===== src/rtl/stp_ram.sv =====
// Generic simple dual-port RAM with one write port and one registered read port.
// Stands alone; no package needed.
`default_nettype none

module stp_ram #(
    parameter int WIDTH = 8,
    parameter int DEPTH = 16
) (
    input  wire logic                                     clk,
    input  wire logic                                     wr_en,
    input  wire logic [((DEPTH > 1) ? $clog2(DEPTH) : 1)-1:0] wr_addr,
    input  wire logic [WIDTH-1:0]                         wr_data,
    input  wire logic                                     rd_en,
    input  wire logic [((DEPTH > 1) ? $clog2(DEPTH) : 1)-1:0] rd_addr,
    output logic      [WIDTH-1:0]                         rd_data
);

    logic [WIDTH-1:0] mem [DEPTH];

    always_ff @(posedge clk)
    begin
        if (wr_en)
        begin
            mem[wr_addr] <= wr_data;
        end
        if (rd_en)
        begin
            rd_data <= mem[rd_addr];
        end
    end

endmodule

`default_nettype wire


===== config.mk =====
export PLATFORM = sky130hd
export DESIGN_NAME = stp_ram
export DESIGN_NICKNAME = d
export VERILOG_FILES = /design/src/rtl/stp_ram.sv
export SDC_FILE = /design/constraint.sdc
export NUM_CORES = 1
export LEC_CHECK = 0
export BUFFER_PORTS_ARGS = -buffer_cell sky130_fd_sc_hd__buf_2
export CORE_MARGIN = 10
export CORE_UTILIZATION = 62
export DETAILED_ROUTE_END_ITERATION = 6
export GPL_ROUTABILITY_DRIVEN = 0
export PLACE_DENSITY_LB_ADDON = 0.15
export SETUP_SLACK_MARGIN = 0.02
export SLEW_MARGIN = 20
export SYNTH_ARGS = -nofsm -noshare
export SYNTH_HDL_FRONTEND = slang
export SYNTH_SLANG_ARGS = --single-unit

===== constraint.sdc =====
create_clock -name clk -period 3.6 [get_ports clk]
set_input_delay 0.18 -clock clk [delete_from_list [all_inputs] [get_ports clk]]
set_output_delay 0.18 -clock clk [all_outputs]
set_load 0.02 [all_outputs]

* Word level (Yosys, flattened, before mapping)
Memory sizes are Yosys's and may differ from the RTL's. A register that Yosys moved wholly into a read port is not among the register bits.
Index checks and enable logic that the tools add are counted.
** Word-level totals
- Bits in writable memories :: 128
- Output and inout port bits :: 8
- Word-level logic and storage cells :: 3
- Memories :: 1
- Register bits :: 0
** Cells by class
- Muxes and demuxes :: 2
** Memory list
- mem :: words 16, width 8, rd ports 1, clocked after Yosys merged registers in 1, write ports 1, RTL line 18 : logic [WIDTH-1:0] mem [DEPTH];
** Operator list (count)
- 1-bit two-way mux :: 2

* Depth between registers and ports, before layout
- Depth in word-level cells :: 2
- Mapped depth :: 5
- Depth with buffers taken out :: 3

* Worst setup path after synthesis
Ideal clock, no wire load.
- Path type :: in2reg
- From :: input port wr_addr[2] (netlist name)
- To :: memory mem[0][0], enable pin
- Stages on the path :: 2
- Data arrival time :: 1.290 ns
- Setup slack :: 1.927 ns
- Buffers on the path :: 0
- Cells stage by stage :: or3b_2 -> nor3_1
** RTL lines
- from (decl) :: RTL line 11 : input wire logic [((DEPTH > 1) ? $clog2(DEPTH) : 1)-1:0] wr_addr,
- to (decl) :: RTL line 18
No word-level cell before the write port.

==> metrics.txt <==
top cells by count, synth edfxtp_1 (136), mux4_2 (18), a22oi_1 (16); Clock Latency Late Sink ~510 ps; Static Leak approximately 2 nW; die area roughly 0.013 mm2; Critical Path AT 1940 ps; sequential power share approximately 50%; RR Endpoint rd_data[2]$_DFFE_PP_; Hold Path Class in -> reg; fmax between 500 and 600 MHz; Mapped Cells between 200 and 250; asr flop ratio synth 0%; Setup Fix Bufs, Post-CTS 0; clock share of power approximately 46%; Vias/cell roughly 6.3; P&R area growth vs syn 15.4%; crit path kind in -> reg; drt wl/cell about 25 um; IO buf count 26; crit path capture rd_data[2]$_DFFE_PP_; total power between 0.003 and 0.004 W; CTS tree done; via count approximately 2,400; vias in the first global route ~2,600; fin. max-slew vios 0; critical path's largest stage delay 570 ps; final WL 9.65 mm; Switching Fraction 20.2%; P_sw approximately 0.00074 W; register area share after synthesis roughly four fifths; H-tree levels 4; IO Count 27; post-route setup TNS 0 ps; flop-to-flop setup slack roughly 2000 ps; status finished, final reports clean; TritonCTS buffer count 17; clock root cell clkbuf_8; final hold vios 0; largest net degree at the start of global routing 33; critical-path cell list buf_2 -> buf_4 -> mux4_1 -> a22oi_1 -> nand2_1; Final min period about 1700 ps; hpwl dp around 6.2 mm; most frequent cell after synthesis edfxtp_1; CP endpoint kind register; worst r2r src mem[5][2]$_DFFE_PP_; Yosys cell types 18; post-cts gate resize count 0; Clock transition at path regs ~60 ps; clk sinks ~140; Critical path buffers and inverters 2; critical path depth 5; Synth top area share between 70% and 80%; Avg Cell Area, Syn about 23 um2; row cnt 33; syn nets 248; top cells by area, synth edfxtp_1 (78%), mux4_2 (7.8%), mux4_1 (7.0%); fin nets approximately 290; CP Data Required Time 3850 ps; area of the mapped netlist 0.00523 mm2; die width 112 um; internal power ~0.0029 W; gr ovfl total 0; TritonRoute pass-1 iters 4; power share of the combinational group 4.4%; initial core utilization between 60% and 70%; die height about 110 um; initial antenna violation count 0; final setup skew about 6.2 ps; layout cells sized above 1 between 20% and 30%; Yosys Warn Count 0; Slew HR about 37%; CTS Buffer Depth 2; Final period util 47.0%; core box area 0.00822 mm2; DRC Markers 0; pwr/cell area about 600 mW/mm2; filler instances about 480; MaxCap Viol Count 0; critical path's slowest cell mux4_1; ys flop type edfxtp_1; critical path's top delay family buffers and inverters; R2R cell count 3; Worst Setup SP rd_addr[0]; Worst-Margin Slew approximately 950 ps; area leader, netlist edfxtp_1; Setup Viol. Count Final 0; diodes inserted 0; flops & latches, synth 136; first-pass GRT wire length ~15 mm; all-layer global routing usage about 16%; Critical Path Start Type primary input; RSZ-0062 raised after global routing false; EDFF count, synth 136; Worst VDD drop about 450 uV; antenna-violating nets left 0; Crit Path Max Fanout 18; CTS Hold Buffers Added 0; initial DRC count about 150
[per-layer routing]
metal / vias up / global-route usage (%) / wire, um
li1: 1060 / - / -
met1: 1219 / 20.9 / 3790
met2: 116 / 25.2 / 4780
met3: 20 / 4.51 / 837
met4: 0 / 8.31 / 242
met5: - / 0 / 0
[stage by stage]
stage / instance area, um2 / cells / utilization, % / worst slack (ps) / hold slack [ps]
2_1_floorplan: 5230 / 229 / - / 1930 / 279
3_3_place_gp: 5440 / 354 / 66.2 / 1380 / 565
3_5_place_dp: 5440 / 354 / 66.2 / 1330 / 567
4_1_cts: 6030 / 386 / 73.4 / 1870 / 30.3
5_1_grt: 6030 / 386 / 73.4 / 1780 / 41.8
6_report: 6030 / 386 / 73.4 / 1910 / 45.6
[layout make-up]
type | count | area [um2] | share of cell area, %
sequential | 136 | 4080 | 67.7
multi-input combinational | 83 | 1070 | 17.7
clock buffer | 17 | 414 | 6.86
clock inverter | 15 | 178 | 2.94
timing repair buffer | 30 | 160 | 2.65
tap | 105 | 131 | 2.18
[sequential cells by signal, indices dropped and copies added (netlist names)]
name     flops
mem        128
rd_data      8
[kinds of logic (layout without fill, tap and decap cells)]
kind of cell	after synthesis	after routing	synth area share (%)
simple gates	35	35	3.14
buf+inv	10	62	1.65
compound gates	16	16	2.30
mux	32	32	14.8
flops	136	136	78.1
[cell usage in the layout, fill, tap and decap left out, types with 2 or more instances in the layout]
cell type and instances:
buf_4 4, bufinv_16 3, nor3_2 2, clkinvlp_4 5, clkinv_2 3, mux4_1 14
a22oi_1 16, clkbuf_16 16, nand3b_1 2, edfxtp_1 136, nand2_1 9, nand2b_1 2
nor3_1 2, clkinv_4 3, mux4_2 18, buf_2 26, nor2_1 13
[how the worst min path moves through the flow]
stage / from / end / depth (start not counted)
6_report: rd_en / rd_data[3]$_DFFE_PP_ / 1
5_1_grt: rd_en / rd_data[3]$_DFFE_PP_ / 1
4_1_cts: rd_en / rd_data[7]$_DFFE_PP_ / 1
3_5_place_dp: rd_en / rd_data[5]$_DFFE_PP_ / 1
3_3_place_gp: wr_data[1] / mem[8][1]$_DFFE_PP_ / 1
2_1_floorplan: wr_data[0] / mem[0][0]$_DFFE_PP_ / 0
[power by group through the flow]
stage	sequential [W]	combinational, W	clock (W)
after floorplan	0.00183	0.0000900	0
after global placement	0.00183	0.000159	0
after detailed placement	0.00183	0.000163	0
after CTS	0.00180	0.000164	0.00170
final	0.00179	0.000162	0.00168
after global routing	0.00180	0.000176	0.00178
(Power assumes the default switching activity.)
